`src/rtl/core/assert_macros.svh`:
```
// Assertion macros shared by the RTL of the positional insert/remove array.
// Depends on nothing; a file that uses them must have clk and arst_n in scope.
`ifndef ASSERT_MACROS_SVH
`define ASSERT_MACROS_SVH

// Implication checked at every rising clock edge outside reset.
`define ASSERT_IMPLY(label, pre, post, msg) \
	label: assert property (@(posedge clk) disable iff (!arst_n) (pre) |-> (post)) \
		else $error(msg);

// Implication whose consequent is checked in the cycle after the antecedent.
`define ASSERT_NEXT(label, pre, post, msg) \
	label: assert property (@(posedge clk) disable iff (!arst_n) (pre) |=> (post)) \
		else $error(msg);

// Plain invariant.
`define ASSERT_ALWAYS(label, expr, msg) \
	label: assert property (@(posedge clk) disable iff (!arst_n) (expr)) \
		else $error(msg);

`endif

```
`src/rtl/core/pira_pkg.sv`:
```
// Package for the positional insert/remove array: sizes, command and error codes,
// and the control struct broadcast to the cell row. Depends on nothing.
`timescale 1ns / 1ps

package pira_pkg;

	localparam int CAPACITY   = 64;
	localparam int DATA_WIDTH = 32;
	localparam int IDX_W      = $clog2(CAPACITY);
	localparam int CNT_W      = $clog2(CAPACITY + 1);
	localparam int CMD_W      = 3;
	localparam int POS_W      = 7;
	localparam int VAL_W      = 32;
	localparam int ERR_W      = 2;
	localparam int COUNT_W    = 7;
	localparam int CMP_W      = (CNT_W > POS_W) ? CNT_W : POS_W;

	typedef enum logic [CMD_W-1:0] {
		CMD_READ   = 3'd0,
		CMD_SET    = 3'd1,
		CMD_PUSH   = 3'd2,
		CMD_POP    = 3'd3,
		CMD_INSERT = 3'd4,
		CMD_REMOVE = 3'd5
	} cmd_t;

	typedef enum logic [ERR_W-1:0] {
		ERR_OK    = 2'd0,
		ERR_RANGE = 2'd1,
		ERR_EMPTY = 2'd2,
		ERR_FULL  = 2'd3
	} err_t;

	typedef enum logic [1:0] {
		OP_HOLD,
		OP_WRITE,
		OP_SHIFT_UP,
		OP_SHIFT_DOWN
	} cell_op_t;

	typedef struct packed {
		cell_op_t              op;
		logic [IDX_W-1:0]      pos;
		logic [IDX_W-1:0]      rd_pos;
		logic [DATA_WIDTH-1:0] data;
	} cell_ctrl_t;

endpackage

```
`src/rtl/core/pira_cell.sv`:
```
// One storage cell of the array row: holds a data word, takes a new word, its
// lower neighbor's word or its upper neighbor's word. Depends on pira_pkg.
`timescale 1ns / 1ps

module pira_cell import pira_pkg::*; (
	input  logic                  clk,
	input  cell_ctrl_t            ctrl,
	input  logic [IDX_W-1:0]      index,
	input  logic [DATA_WIDTH-1:0] left_data,
	input  logic [DATA_WIDTH-1:0] right_data,
	output logic [DATA_WIDTH-1:0] data,
	output logic [DATA_WIDTH-1:0] rd_data
);

	logic [DATA_WIDTH-1:0] data_q;
	logic                  hit;
	logic                  above;

	assign hit   = (ctrl.pos == index);
	assign above = (index > ctrl.pos);

	always_ff @(posedge clk) begin
		case (ctrl.op)
			OP_WRITE: begin
				if (hit) begin
					data_q <= ctrl.data;
				end
			end
			OP_SHIFT_UP: begin
				if (hit) begin
					data_q <= ctrl.data;
				end else if (above) begin
					data_q <= left_data;
				end
			end
			OP_SHIFT_DOWN: begin
				// The removed entry and everything above it take the upper neighbor.
				if (hit || above) begin
					data_q <= right_data;
				end
			end
			default: begin
				data_q <= data_q;
			end
		endcase
	end

	assign data    = data_q;
	assign rd_data = (ctrl.rd_pos == index) ? data_q : '0;

endmodule

```
`config.mk`:
```
export PLATFORM = sky130hd
export DESIGN_NAME = pira_cell
export DESIGN_NICKNAME = d
export VERILOG_FILES = /design/src/rtl/core/assert_macros.svh /design/src/rtl/core/pira_pkg.sv /design/src/rtl/core/pira_cell.sv
export SDC_FILE = /design/constraint.sdc
export NUM_CORES = 1
export LEC_CHECK = 0
export BUFFER_PORTS_ARGS = -buffer_cell sky130_fd_sc_hd__buf_2
export CORE_UTILIZATION = 39
export CTS_CLUSTER_DIAMETER = 100
export DETAILED_ROUTE_END_ITERATION = 8
export PLACE_DENSITY = 0.92
export SLEW_MARGIN = 10
export SYNTH_ARGS = -nofsm -noshare
export SYNTH_HDL_FRONTEND = slang
export SYNTH_SLANG_ARGS = --single-unit
export TNS_END_PERCENT = 100
```
`constraint.sdc`:
```
create_clock -name clk -period 2.7 [get_ports clk]
set_input_delay 0.27 -clock clk [delete_from_list [all_inputs] [get_ports clk]]
set_output_delay 0.27 -clock clk [all_outputs]
set_load 0.1 [all_outputs]
```
==> results.sh <==
export IMPL_worstPathArrival_ns=1.83
export IMPL_drc_errors=0
export IMPL_hpwlAfterDp_um=5530
export IMPL_yosys_warnings=0
export IMPL_numCtsBuffers=5
export IMPL_max_slew_margin_pct=43.7
export IMPL_cap_violations=0
export IMPL_synthesis_instances=213
export IMPL_grt_usage_pct=24.3
export IMPL_synth_top_area_share_pct=45.3
export IMPL_cts_resized=0
export IMPL_cts_tree="yes"
export IMPL_rsz0062_at_grt="false"
export IMPL_clock_sinks=32
export IMPL_crit_slowest_cell="buf_2"
export IMPL_port_buffers=180
export IMPL_drive_above_1_share_pct=58.2
export IMPL_syn_nets=336
export IMPL_avgRoutedWirePerCell_um=15.9
export IMPL_critPathRequiredTime_ns=2.43
export IMPL_cp_common_cell="buf_2"
export IMPL_path_max_fanout=22
export IMPL_synth_most_common_cell="o22ai_1"
export IMPL_h_tree_depth=2
export IMPL_ant_nets=0
export IMPL_criticalPathCategory="input port to output pin"
export IMPL_globalRouteOverflowTotal=0
export IMPL_num_io_pins=181
export IMPL_viasPerCell=5.48
export IMPL_power_density_nw_per_um2=565
export IMPL_min_period_ns=2.10
export IMPL_setup_violations=0
export IMPL_clockRootBuffer="clkbuf_8"
export IMPL_synthFlopType="edfxtp_1"
export IMPL_start_util_pct=41.0
export IMPL_ys_top_cells_by_count="o22ai_1, a21oi_1, edfxtp_1, and2_2, clkbuf_1"
export IMPL_ys_ff_latch=32
export IMPL_p_leak_uw=0.00159
export IMPL_hold_viol=0
export IMPL_num_rows=26
export IMPL_clk_path_buf_depth=2
export IMPL_wl_um=7290
export IMPL_clk_pin_slew_ns=0.07
export IMPL_yosys_area_top_type="edfxtp_1"
export IMPL_core_area_um2=5170
export IMPL_max_freq_ghz=0.477
export IMPL_holdBufCountCts=0
export IMPL_peakVddDrop_uv=354
export IMPL_diodes=0
export IMPL_synth_seq_area_share_pct=45.3
export IMPL_finalCritPeriodShare_pct=77.6
export IMPL_synth_enable_flop_cells=32
export IMPL_setup_tns_ns=0
export IMPL_place_congestion=0.817
export IMPL_first_pass_iters=4
export IMPL_synth_area_um2=2120
export IMPL_async_flop_share_pct=0
export IMPL_die_area_um2=5740
export IMPL_status="finished, final reports clean"
export IMPL_worst_setup_path_end_kind="output pin"
export IMPL_avgSynthCellArea_um2=9.96
export IMPL_drt_initial_drc_count=121
export IMPL_slowest_delay_ns=0.41
export IMPL_worst_pin_slew_ns=0.845
export IMPL_fin_area_um2=3460
export IMPL_grt_max_degree=33
export IMPL_die_y_um=75.7
export IMPL_cts_setup_buffers=0
export IMPL_yosys_top_cells_area="edfxtp_1, o22ai_1, and2_2, a21oi_1, ha_1"
export IMPL_worstPathCellList="buf_2 > xnor2_1 > nand4_1 > nor3_2 > buf_4 > and2_2 > buf_2"
export IMPL_post_dp_cell_area_um2=3350
export IMPL_crit_path_start_kind="input port"
export IMPL_holdCritPathClass="input port to flip-flop"
export IMPL_yosysUniqueCellTypes=24
export IMPL_largest_reg_flops=32
export IMPL_maxSlewViolCount=0
export IMPL_area_growth_pct=63.3
export IMPL_grt_pass1_vias=2178
export IMPL_n_fill_cell=407
export IMPL_grt_pass1_wl_um=10200
export IMPL_die_x_um=75.7
export IMPL_antenna_found_initial=0
export IMPL_num_vias=2512
export IMPL_nets=510
-- path summary, 6_finish.rpt --
path                        from          end  slack (ns)  depth (start not counted)
hold / removal    right_data[30]     data[30]        0.34                          3
setup / recovery        index[0]  rd_data[24]        0.60                          7
-- kinds of logic (layout without fill, tap and decap cells) --
logic type / count (synthesis) / after routing / synth area share (%)
AOI/OAI and AO/OA: 102 / 102 / 28.8
and+or+nand+nor: 40 / 40 / 13.6
DFF: 32 / 32 / 45.3
buffers and inverters: 27 / 202 / 6.25
adders and majority gates: 6 / 6 / 3.54
xor gates and xnor gates: 6 / 6 / 2.48
-- per-stage QoR --
step	hold WS (ns)	util [%]	instances	setup slack, ns	power (uW)
floorplan	0.521	-	213	0.642	1310
global placement	0.612	64.8	450	0.490	1500
detailed placement	0.619	64.8	450	0.391	1520
CTS	0.330	67.0	458	0.572	1970
global route	0.341	67.0	458	0.518	2040
finish	0.342	67.0	458	0.604	1960
-- routing by layer --
layer,GRT usage [%],vias to the layer above,wire length (um)
met4,8.02,0,103
met3,5.69,12,558
met2,46.8,169,3840
li1,-,1182,-
met1,25.8,1149,2790
met5,0,-,0
-- cell usage in the layout (no fill, tap or decap), types with 2 or more instances in the layout --
cell	n
nand2_1	2
buf_2	160
buf_12	20
xnor2_1	4
edfxtp_1	32
inv_1	8
buf_4	6
clkbuf_8	5
xor2_1	2
ha_1	6
a21oi_1	33
and2_2	28
and2_1	4
o22ai_1	65
-- where the power goes --
part	leakage, uW	internal [uW]	total, uW	switching [uW]
clock network	0.0000541	273	449	176
registers	0.000305	631	662	30.6
logic	0.00123	181	847	666
-- cell type report --
type | instances | area [um2] | area share, %
Clock inverter | 3 | 42.5 | 1.23
Inverter | 8 | 30.0 | 0.867
Sequential cell | 32 | 961 | 27.7
Tap cell | 70 | 87.6 | 2.53
Clock buffer | 5 | 68.8 | 1.99
Multi-Input combinational cell | 154 | 1030 | 29.7
Timing Repair Buffer | 186 | 1250 | 36.0
-- critical path, delay by kind of cell --
| kind | cells | cell delay, ns |
|---|---|---|
| xor+xnor | 1 | 0.21 |
| buf+inv | 3 | 0.77 |
| simple gates | 3 | 0.56 |
Note: power is estimated with default switching activity, not from simulation.
