--- src/rtl/core/assert_macros.svh ---
// Assertion macros shared by the RTL of the positional insert/remove array.
// Depends on nothing; a file that uses them must have clk and arst_n in scope.
`ifndef ASSERT_MACROS_SVH
`define ASSERT_MACROS_SVH

// Implication checked at every rising clock edge outside reset.
`define ASSERT_IMPLY(label, pre, post, msg) \
	label: assert property (@(posedge clk) disable iff (!arst_n) (pre) |-> (post)) \
		else $error(msg);

// Implication whose consequent is checked in the cycle after the antecedent.
`define ASSERT_NEXT(label, pre, post, msg) \
	label: assert property (@(posedge clk) disable iff (!arst_n) (pre) |=> (post)) \
		else $error(msg);

// Plain invariant.
`define ASSERT_ALWAYS(label, expr, msg) \
	label: assert property (@(posedge clk) disable iff (!arst_n) (expr)) \
		else $error(msg);

`endif

--- src/rtl/core/pira_pkg.sv ---
// Package for the positional insert/remove array: sizes, command and error codes,
// and the control struct broadcast to the cell row. Depends on nothing.
`timescale 1ns / 1ps

package pira_pkg;

	localparam int CAPACITY   = 64;
	localparam int DATA_WIDTH = 32;
	localparam int IDX_W      = $clog2(CAPACITY);
	localparam int CNT_W      = $clog2(CAPACITY + 1);
	localparam int CMD_W      = 3;
	localparam int POS_W      = 7;
	localparam int VAL_W      = 32;
	localparam int ERR_W      = 2;
	localparam int COUNT_W    = 7;
	localparam int CMP_W      = (CNT_W > POS_W) ? CNT_W : POS_W;

	typedef enum logic [CMD_W-1:0] {
		CMD_READ   = 3'd0,
		CMD_SET    = 3'd1,
		CMD_PUSH   = 3'd2,
		CMD_POP    = 3'd3,
		CMD_INSERT = 3'd4,
		CMD_REMOVE = 3'd5
	} cmd_t;

	typedef enum logic [ERR_W-1:0] {
		ERR_OK    = 2'd0,
		ERR_RANGE = 2'd1,
		ERR_EMPTY = 2'd2,
		ERR_FULL  = 2'd3
	} err_t;

	typedef enum logic [1:0] {
		OP_HOLD,
		OP_WRITE,
		OP_SHIFT_UP,
		OP_SHIFT_DOWN
	} cell_op_t;

	typedef struct packed {
		cell_op_t              op;
		logic [IDX_W-1:0]      pos;
		logic [IDX_W-1:0]      rd_pos;
		logic [DATA_WIDTH-1:0] data;
	} cell_ctrl_t;

endpackage

--- src/rtl/core/pira_ctrl.sv ---
// Command decode, bounds checks, live count and result registers of the
// positional insert/remove array. Depends on pira_pkg and assert_macros.svh.
`timescale 1ns / 1ps
`include "assert_macros.svh"

module pira_ctrl import pira_pkg::*; (
	input  logic                  clk,
	input  logic                  arst_n,
	input  logic                  accept,
	input  logic [CMD_W-1:0]      command,
	input  logic [POS_W-1:0]      position,
	input  logic [VAL_W-1:0]      value,
	input  logic [DATA_WIDTH-1:0] read_data,
	output cell_ctrl_t            ctrl,
	output logic                  done,
	output logic [VAL_W-1:0]      read_value,
	output logic [ERR_W-1:0]      error,
	output logic [COUNT_W-1:0]    count
);

	logic [CNT_W-1:0] fill_q;
	logic [CNT_W-1:0] fill_d;
	logic             done_q;
	logic [VAL_W-1:0] read_value_q;
	err_t             error_q;
	err_t             err;
	cell_op_t         op;
	logic             rd_ok;
	logic [CMP_W-1:0] pos_x;
	logic [CMP_W-1:0] fill_x;
	logic             full;
	logic             empty;
	logic [IDX_W-1:0] cell_pos;

	assign pos_x  = CMP_W'(position);
	assign fill_x = CMP_W'(fill_q);
	assign full   = (fill_q == CNT_W'(CAPACITY));
	assign empty  = (fill_q == '0);

	always_comb begin
		err      = ERR_OK;
		op       = OP_HOLD;
		rd_ok    = 1'b0;
		fill_d   = fill_q;
		cell_pos = IDX_W'(position);
		unique case (cmd_t'(command))
			CMD_READ: begin
				if (pos_x >= fill_x) begin
					err = ERR_RANGE;
				end else begin
					rd_ok = 1'b1;
				end
			end
			CMD_SET: begin
				if (pos_x >= fill_x) begin
					err = ERR_RANGE;
				end else begin
					op = OP_WRITE;
				end
			end
			CMD_PUSH: begin
				cell_pos = IDX_W'(fill_q);
				if (full) begin
					err = ERR_FULL;
				end else begin
					op     = OP_WRITE;
					fill_d = fill_q + 1'b1;
				end
			end
			CMD_POP: begin
				if (empty) begin
					err = ERR_EMPTY;
				end else begin
					fill_d = fill_q - 1'b1;
				end
			end
			CMD_INSERT: begin
				// Position is checked before fullness; position equal to count appends.
				if (pos_x > fill_x) begin
					err = ERR_RANGE;
				end else if (full) begin
					err = ERR_FULL;
				end else begin
					op     = OP_SHIFT_UP;
					fill_d = fill_q + 1'b1;
				end
			end
			CMD_REMOVE: begin
				if (empty) begin
					err = ERR_EMPTY;
				end else if (pos_x >= fill_x) begin
					err = ERR_RANGE;
				end else begin
					op     = OP_SHIFT_DOWN;
					fill_d = fill_q - 1'b1;
				end
			end
			default: begin
				err = ERR_OK;
			end
		endcase
	end

	assign ctrl.op     = accept ? op : OP_HOLD;
	assign ctrl.pos    = cell_pos;
	assign ctrl.rd_pos = IDX_W'(position);
	assign ctrl.data   = value[DATA_WIDTH-1:0];

	always_ff @(posedge clk or negedge arst_n) begin
		if (!arst_n) begin
			fill_q <= '0;
			done_q <= 1'b0;
		end else begin
			done_q <= accept;
			if (accept) begin
				fill_q <= fill_d;
			end
		end
	end

	always_ff @(posedge clk) begin
		if (accept) begin
			error_q      <= err;
			read_value_q <= rd_ok ? VAL_W'(read_data) : '0;
		end
	end

	assign done       = done_q;
	assign read_value = read_value_q;
	assign error      = error_q;
	assign count      = COUNT_W'(fill_q);

	`ASSERT_ALWAYS(a_fill_bound, fill_q <= CNT_W'(CAPACITY), "live count above capacity")
	`ASSERT_NEXT(a_result_follows, accept, done_q, "accepted command gave no result")
	`ASSERT_IMPLY(a_fail_keeps_fill, done_q && error_q != ERR_OK, fill_q == $past(fill_q),
		"failed command changed the count")
	`ASSERT_IMPLY(a_fill_step, done_q, fill_q == $past(fill_q) || fill_q == $past(fill_q) + 1'b1
		|| fill_q == $past(fill_q) - 1'b1, "count moved by more than one")
	`ASSERT_IMPLY(a_rd_only_read, done_q && read_value_q != '0,
		$past(command) == CMD_READ && error_q == ERR_OK, "read value on a non-read result")

endmodule

--- config.mk ---
export PLATFORM = sky130hd
export DESIGN_NAME = pira_ctrl
export DESIGN_NICKNAME = d
export VERILOG_FILES = /design/src/rtl/core/pira_pkg.sv /design/src/rtl/core/pira_ctrl.sv
export VERILOG_INCLUDE_DIRS = /design/src /design/src/rtl/core
export SDC_FILE = /design/constraint.sdc
export NUM_CORES = 1
export LEC_CHECK = 0
export BUFFER_PORTS_ARGS = -buffer_cell sky130_fd_sc_hd__buf_2
export CORE_MARGIN = 4
export CORE_UTILIZATION = 39
export CTS_CLUSTER_DIAMETER = 150
export DETAILED_ROUTE_END_ITERATION = 10
export PLACE_DENSITY = 0.78
export SYNTH_ARGS = -nofsm -noshare
export SYNTH_HDL_FRONTEND = slang
export SYNTH_SLANG_ARGS = --single-unit
--- constraint.sdc ---
create_clock -name clk -period 2.2 [get_ports clk]
set_input_delay 0.22 -clock clk [delete_from_list [all_inputs] [get_ports clk]]
set_output_delay 0.22 -clock clk [all_outputs]
set_load 0.005 [all_outputs]
==> flow_summary_export.csv, run 1 <==
group,metric,value,unit
run_status,status,"complete, but fails checks",
run_status,failed_checks,"setup timing",
routing,drt_iter0_markers,94,
routing,drc,0,
cts,clkTransAtPathRegs,80,ps
synth,postSynthAreaPerCell,11.16,sq um
layout,area_growth,28.30,%
cts,clock_path_buffers,2,
die,ioPinCount,165,
sta,rsz0062_at_grt,"yes",
cts,cts.htree.levels,2,
routing,wl_per_cell,15.74,microns
cts,cts-root-buf,"clkbuf_8",
sta,hold_viol,0,
layout,antennaDiodeCount,0,
setup_path,criticalPathCategory,"reg -> out",
synth,synthCells,231,
routing,dr.pass1.iters,4,
routing,via_per_inst,4.889,
die,initial_utilization,40.36,%
place,dp_hpwl,4.491,mm
die,dieArea,0.007974,sq mm
synth,synthTopCellsByCount,"38 x buf_4, 34 x and2_1, 34 x edfxtp_1, 13 x nor2_1, 12 x ha_1",
place,place_ws,-83.29,ps
setup_path,crit_required,1980,ps
cts,cts_buffers,5,
setup_path,endpoint_kind,"primary output",
synth,async_flop_share,19.05,%
power,internal-power,2.047,mW
sta,timing.final.crit_period,2262,ps
synth,synth_top_cell_area_share,39.61,%
power,p_per_area,965.2,mW/mm^2
synth,syn_area,0.002577,sq mm
sta,maxSlewViolCount,0,
synth,synth_area_leaders,"edfxtp_1 40%, buf_4 11%, and2_1 8.3%",
synth,ys_seq_area_share,47.38,%
sta,max_freq,0.4422,GHz
power,p_leak,1.537,nW
sta,worst_slack,-61.63,ps
routing,postRouteAntennaNets,0,
sta,post-route-period-util,102.8,%
power,ir_drop,0.0004615,V
synth,synthDistinctLibCells,43,
place,port_buffers,100,
die,die_x,89.30,microns
power,p_total,3.192,mW
setup_path,critPathArrivalTime,2040,ps
sta,skew,5.103,ps
sta,relSlewSlack,70.62,%
routing,num_vias,1975,
grt,grt_pass1_vias,1843,
synth,yosys_register_bits,42,
cts,cts_tree,"done",
die,core_area,0.006386,sq mm
grt,grt_antenna_before_repair,0,
layout,drive_gt1_share,52.91,%
setup_path,worst_setup_path_start_kind,"flop",
run,cap_viol_max_count,0,
grt,grt_usage,13.96,%
power,p_clk_share,15.2,%
place,gp_congestion,0.8556,
die,die_h,89.30,microns
sta,tns,-95.10,ps
grt,grt_pass1_wl,8.556,mm
routing,wirelength,6.358,mm
synth,synth.most_common_cell,"buf_4",
grt,grt_remaining_overflow,0,
setup_path,crit_fanout,3,
cts,clk_latency,280,ps
die,fp-row-count,29,
worst_hold_path,hp-class,"in -> reg",
synth,ys.flop_type,"edfxtp_1",
power,p_comb_share,52.4,%
synth,synth_edf_count,34,
synth,yosysTopAreaCell,"edfxtp_1",
sta,hold_ws,103.1,ps
grt,grt_max_degree,35,
synth,synth_nets,321,
synth,yosys_warnings,0,
power,p_sw_share,35.86,%
cts,cts.sinks,42,
sta,setup_viol_count_final,2,
sta,worst_pin_slew,440.8,ps
layout,nNetsFinal,416,
power,power_frac_seq,32.4,%
power,switchingPower,1.145,mW
cells in the final DEF, fill, tap and decap left out, drive strengths merged, types with 2 or more instances in the layout:
cell / n
nand3: 6
nand3b: 2
mux2i: 3
clkbuf: 6
nor2b: 3
buf: 129
xnor2: 4
and3b: 3
xor2: 2
o21ai: 11
a21oi: 10
edfxtp: 34
a211o: 2
dfrtp: 8
and2: 34
ha: 12
clkinv: 2
nand2: 7
nor2: 13
o211ai: 3
or2: 2
mux2: 7
a221oi: 3
inv: 8
final cells by class:
type                    instances  area [sq um]
flip-flops and latches         42          1222
clock buffers                   6         72.57
well taps                      77         96.34
clock inverters                 2         13.76
inverters                       8         30.03
multi-input cells             139          1140
repair buffers                130         732.0
fillers                       557          3079
through the flow:
step	instance area (sq um)	cells	util [%]
6_report	3307	404	51.78
5_1_grt	3307	404	51.78
3_5_place_dp	3000	385	46.98
4_1_cts	3164	399	49.55
2_1_floorplan	2577	231	-
3_3_place_gp	3000	385	46.98
sequential cells by signal, summed over array words and instances (netlist names):
name        count
count           7
error           2
done            1
read_value     32
power groups by stage:
stage,Clock (mW),Combinational [mW],Sequential (mW)
floorplan,0,0.768,1.10
global placement,0,1.29,1.05
detailed placement,0,1.33,1.05
CTS,0.495,1.46,1.02
global route,0.528,1.82,1.04
finish,0.486,1.67,1.03
critical path: stages (launching register included):
cell and delay (ps):
dfrtp_1 410, ha_4 230, nand2b_4 130, a211o_1 320, a21oi_4 160, nand3_2 90
a221oi_2 240, buf_2 170
kinds of logic after synthesis:
family	count (synthesis)	synth area share, %
xor gates and xnor gates	6	2.039
DFF	42	47.38
and+or+nand+nor	74	16.26
AOI/OAI and AO/OA	34	9.467
buffers and inverters	52	14.03
adders and majority gates	13	6.602
muxes	10	4.223
path summary, 6_finish.rpt:
check / slack [ps] / cells past startpoint / to / startpoint
worst max-delay path: -60 / 7 / ctrl[45] / count[0]
min in group asynchronous: 320 / 2 / done / arst_n
max in group asynchronous: 1690 / 2 / count[1] / arst_n
worst min register to register: 560 / 2 / count[3] / count[3]
worst max register to register: 30 / 10 / count[1] / count[6]
worst min-delay path: 100 / 1 / done / accept
layer usage:
metal | track usage, % | share of wire (%) | vias to the layer above | routed length [microns]
met3 | 2.673 | 6.6 | 22 | 420
met1 | 15.71 | 38 | 908 | 2393
met5 | 0 | 0 | - | 0
met4 | 7.172 | 2.4 | 0 | 150
met2 | 24.92 | 53 | 82 | 3392
li1 | - | - | 963 | -
timing repair:
| item | in CTS | in global routing |
|---|---|---|
| cloned | 0 | 2 |
| endpoints found under the hold margin | 8 | 0 |
| resized for setup | 8 | 20 |
| setup endpoints to repair | 2 | 37 |
| setup buffers | 5 | 3 |
| hold buffers | 1 | 0 |
| pin swaps | 3 | 11 |
Power figures use the tool's default switching activity.
==> run 2, diff against run 1 <==
Settings changed: CORE_UTILIZATION 39 to 43, PLACE_DENSITY 0.78 to 0.81.
Clock period 2.2 ns to 2.3 ns, I/O delays scaled along.
==> flow_summary_export.csv, run 2 (same netlist as run 1, synthesis figures left out) <==
group,metric,value,unit
power,p_leak,1.496,nW
routing,num_vias,1982,
place,post-place-cells,378,
sta,skew,5.690,ps
sta,worst_slack,-32.95,ps
cts,cts_tree,"done",
power,p_total,2.969,mW
place,placed_area,0.002979,sq mm
cts,cts-root-buf,"clkbuf_8",
routing,drt_iter0_markers,92,
layout,area_growth,26.07,%
layout,antennaDiodeCount,0,
grt,grt_pass1_wl,9.370,mm
grt,grt_pass1_vias,1987,
setup_path,crit_fanout,3,
setup_path,endpoint_kind,"primary output",
layout,stdcell_area,0.003249,sq mm
die,initial_utilization,45.41,%
sta,timing.final.crit_period,2333,ps
cts,cts.sinks,42,
grt,grt_antenna_before_repair,0,
grt,grt_remaining_overflow,0,
sta,hold_viol,0,
layout,drive_gt1_share,51.25,%
die,fp-row-count,27,
routing,drc,0,
layout,multi_input_area,0.001121,sq mm
setup_path,critPathArrivalTime,2100,ps
routing,postRouteAntennaNets,0,
layout,nNetsFinal,409,
sta,worst_pin_slew,421.6,ps
place,place_ws,-23.40,ps
cts,clock_path_buffers,2,
layout,fill_cells,485,
layout,final_common_cell,"buf_2",
layout,largest_register_ffs,32,
setup_path,worst_setup_path_start_kind,"flop",
place,gp_congestion,0.8671,
cts,clkTransAtPathRegs,80,ps
die,die_x,85.42,microns
cts,cts_buffers,5,
setup_path,crit_required,2070,ps
power,ir_drop,0.0006531,V
sta,maxSlewViolCount,0,
sta,rsz0062_at_grt,"yes",
power,p_per_area,913.6,mW/mm^2
grt,grt_usage,16.00,%
setup_path,criticalPathCategory,"reg -> out",
die,dieArea,0.007297,sq mm
routing,wirelength,6.129,mm
run_status,status,"complete, but fails checks",
layout,final_cell_mix,"100 x buf_2, 34 x and2_1, 34 x edfxtp_1",
die,core_area,0.005675,sq mm
routing,via_per_inst,5.056,
run_status,failed_checks,"setup timing",
run,cap_viol_max_count,0,
layout,seq_area,0.001221,sq mm
cts,cts.htree.levels,2,
layout,final_cells,392,
routing,dr.pass1.iters,4,
worst_hold_path,hp-class,"in -> reg",
sta,setup_viol_count_final,1,
sta,hold_ws,105.0,ps
grt,grt_max_degree,35,
place,dp_hpwl,4.545,mm
sta,max_freq,0.4286,GHz
routing,wl_per_cell,15.64,microns
die,die_h,85.42,microns
cts,clk_latency,300,ps
sta,post-route-period-util,101.4,%
layout,utilization,57.25,%
place,port_buffers,100,
die,ioPinCount,165,
sta,relSlewSlack,71.89,%
sta,tns,-32.95,ps
[run 2: critical path: stages (launching register included)]
cell and delay (ps):
dfrtp_1 430, ha_4 240, nand2b_4 130, a211o_1 290
a21oi_4 180, nand3_2 110, a221oi_2 270, buf_2 160
[run 2: power by group]
group	total [mW]	internal [mW]	switching, mW
registers	0.991	0.937	0.0541
clock network	0.482	0.217	0.265
logic	1.50	0.730	0.765
total	2.97	1.88	1.08
[run 2: worst paths after layout]
path	start	endpoint	slack [ps]	cells after the start
setup / recovery	count[0]	ctrl[45]	-30	7
hold / removal	accept	done	100	1
max in group asynchronous	arst_n	count[0]	1830	2
min in group asynchronous	arst_n	done	300	2
setup reg to reg	count[6]	count[1]	80	10
hold reg to reg	count[2]	count[2]	590	2
[run 2: what timing repair did]
| action | 4_1_cts | 5_1_grt |
|---|---|---|
| setup endpoints to repair | 1 | 7 |
| endpoints found under the hold margin | 8 | 0 |
| pin swaps | 5 | 7 |
| setup buffers | 4 | 1 |
| hold buffers | 1 | 0 |
| resized for setup | 8 | 15 |
[run 2: final cells by class]
cell class	instances	area share, %
Multi-Input combinational cell	137	34.50
Tap cell	72	2.772
Inverter	8	0.9241
Sequential cell	42	37.58
Clock inverter	3	0.7316
Timing Repair Buffer	125	21.37
Clock buffer	5	2.118
[run 2: layer usage]
metal	up-vias	wire length, microns	part of all wire (%)	GRT usage (%)
li1	945	-	-	-
met1	919	2516	41	18.89
met2	92	2967	48	27.26
met3	26	489	8.0	3.495
met4	0	157	2.6	8.058
met5	-	0	0	0
==> run 3, diff against run 2 <==
Settings changed: CORE_ASPECT_RATIO set to 0.75, PLACE_DENSITY 0.81 to 0.88, SETUP_SLACK_MARGIN set to 0.3.
==> flow_summary_export.csv, run 3 (same netlist as run 1, synthesis figures left out) <==
group,metric,value,unit
grt,grt_pass1_vias,1984,
routing,wl_per_cell,17.93,microns
cts,cts.htree.levels,2,
sta,rsz0062_at_grt,"yes",
cts,clk_latency,290,ps
setup_path,endpoint_kind,"primary output",
sta,setup_viol_count_final,0,
routing,wirelength,7.083,mm
sta,maxSlewViolCount,0,
power,p_total,3.122,mW
grt,grt_antenna_before_repair,0,
sta,max_freq,0.4371,GHz
setup_path,crit_required,2070,ps
place,dp_hpwl,4.720,mm
routing,num_vias,2061,
cts,cts-root-buf,"clkbuf_8",
layout,final_cell_mix,"100 x buf_2, 34 x edfxtp_1, 31 x and2_1",
sta,worst_slack,12.36,ps
grt,grt_max_degree,35,
sta,skew,5.624,ps
cts,cts_buffers,5,
layout,final_common_cell,"buf_2",
cts,clock_path_buffers,2,
sta,relSlewSlack,71.53,%
sta,timing.final.crit_period,2288,ps
sta,hold_viol,0,
worst_hold_path,hp-class,"in -> reg",
routing,drt_iter0_markers,94,
place,place_ws,11.73,ps
routing,drc,0,
die,fp-row-count,24,
cts,clkTransAtPathRegs,90,ps
sta,post-route-period-util,99.46,%
setup_path,worst_setup_path_start_kind,"flop",
layout,drive_gt1_share,55.52,%
cts,cts.sinks,42,
die,ioPinCount,165,
power,p_per_area,936.8,mW/mm^2
die,die_x,97.40,microns
setup_path,crit_fanout,3,
power,p_leak,1.496,nW
die,die_h,75.05,microns
routing,postRouteAntennaNets,0,
setup_path,criticalPathCategory,"reg -> out",
power,ir_drop,0.0003318,V
die,initial_utilization,44.24,%
place,port_buffers,100,
routing,via_per_inst,5.218,
setup_path,critPathArrivalTime,2060,ps
grt,grt_pass1_wl,10.31,mm
layout,antennaDiodeCount,0,
grt,grt_remaining_overflow,0,
sta,worst_pin_slew,422.6,ps
cts,cts_tree,"done",
layout,largest_register_ffs,32,
die,dieArea,0.007310,sq mm
place,gp_congestion,0.9385,
layout,area_growth,29.32,%
run_status,status,"completed",
routing,dr.pass1.iters,5,
grt,grt_usage,18.04,%
layout,nNetsFinal,406,
run,cap_viol_max_count,0,
die,core_area,0.005826,sq mm
run 3: cell types whose count changed in the layout (fill, tap and decap cells not counted), sizes merged:
cell | before | now
buf | 124 | 118
clkinv | 0 | 2
clkinvlp | 2 | 1
and3b | 1 | 4
inv | 9 | 8
run 3: metrics by stage:
step | cell area (sq um) | utilization [%] | hold slack (ps) | std cells | setup TNS, ps
2_1_floorplan | 2620 | - | -65.59 | 231 | 0
3_3_place_gp | 2950 | 50.64 | 84.38 | 375 | 0
3_5_place_dp | 2950 | 50.64 | 95.49 | 375 | 0
4_1_cts | 3262 | 55.99 | 126.7 | 393 | 0
5_1_grt | 3333 | 57.22 | 113.5 | 395 | -114.4
6_report | 3333 | 57.22 | 130.1 | 395 | 0
run 3: final cells by class:
type / count / area [sq um]
fill: 495 / 2492
tap: 78 / 97.59
multi-input combinational: 140 / 1237
clock buffer: 5 / 68.82
clock inverter: 3 / 16.27
sequential: 42 / 1222
inverter: 8 / 30.03
timing repair buffer: 119 / 660.6
run 3: final timing paths:
kind / slack [ps] / startpoint / end / cells after the start
max in group asynchronous: 1780 / arst_n / count[0] / 2
worst min register to register: 600 / count[2] / count[2] / 2
worst max-delay path: 10 / count[0] / ctrl[45] / 7
min in group asynchronous: 320 / arst_n / count[1] / 2
worst min-delay path: 130 / accept / done / 1
worst max register to register: 80 / count[5] / count[3] / 11
run 3: report_power, final:
| group | internal (mW) | total, mW | switching [mW] |
|---|---|---|---|
| logic | 0.808 | 1.64 | 0.836 |
| clock network | 0.208 | 0.471 | 0.263 |
| registers | 0.939 | 1.01 | 0.0686 |
| total | 1.95 | 3.12 | 1.17 |
run 3: per-layer routing:
layer	part of all wire [%]	track usage (%)	up-vias	wire length (microns)
li1	-	-	949	-
met1	42	22.61	983	3002
met5	0	0	-	0
met3	7.0	3.889	26	499
met2	47	29.99	103	3351
met4	3.2	9.524	0	230
run 3: worst max-delay path: stages (launching register included):
cell,delay [ps]
dfrtp_2,440
ha_4,230
nand2b_4,130
a211o_1,290
a21oi_4,200
nand3_2,100
a221oi_2,240
buf_2,150
run 3: repair_timing:
action	CTS	global route
hold endpoints to repair	8	0
pin swaps	10	12
resized for setup	27	13
hold buffers	1	0
endpoints found under the setup margin	37	46
gates cloned	2	1
setup buffers	7	1
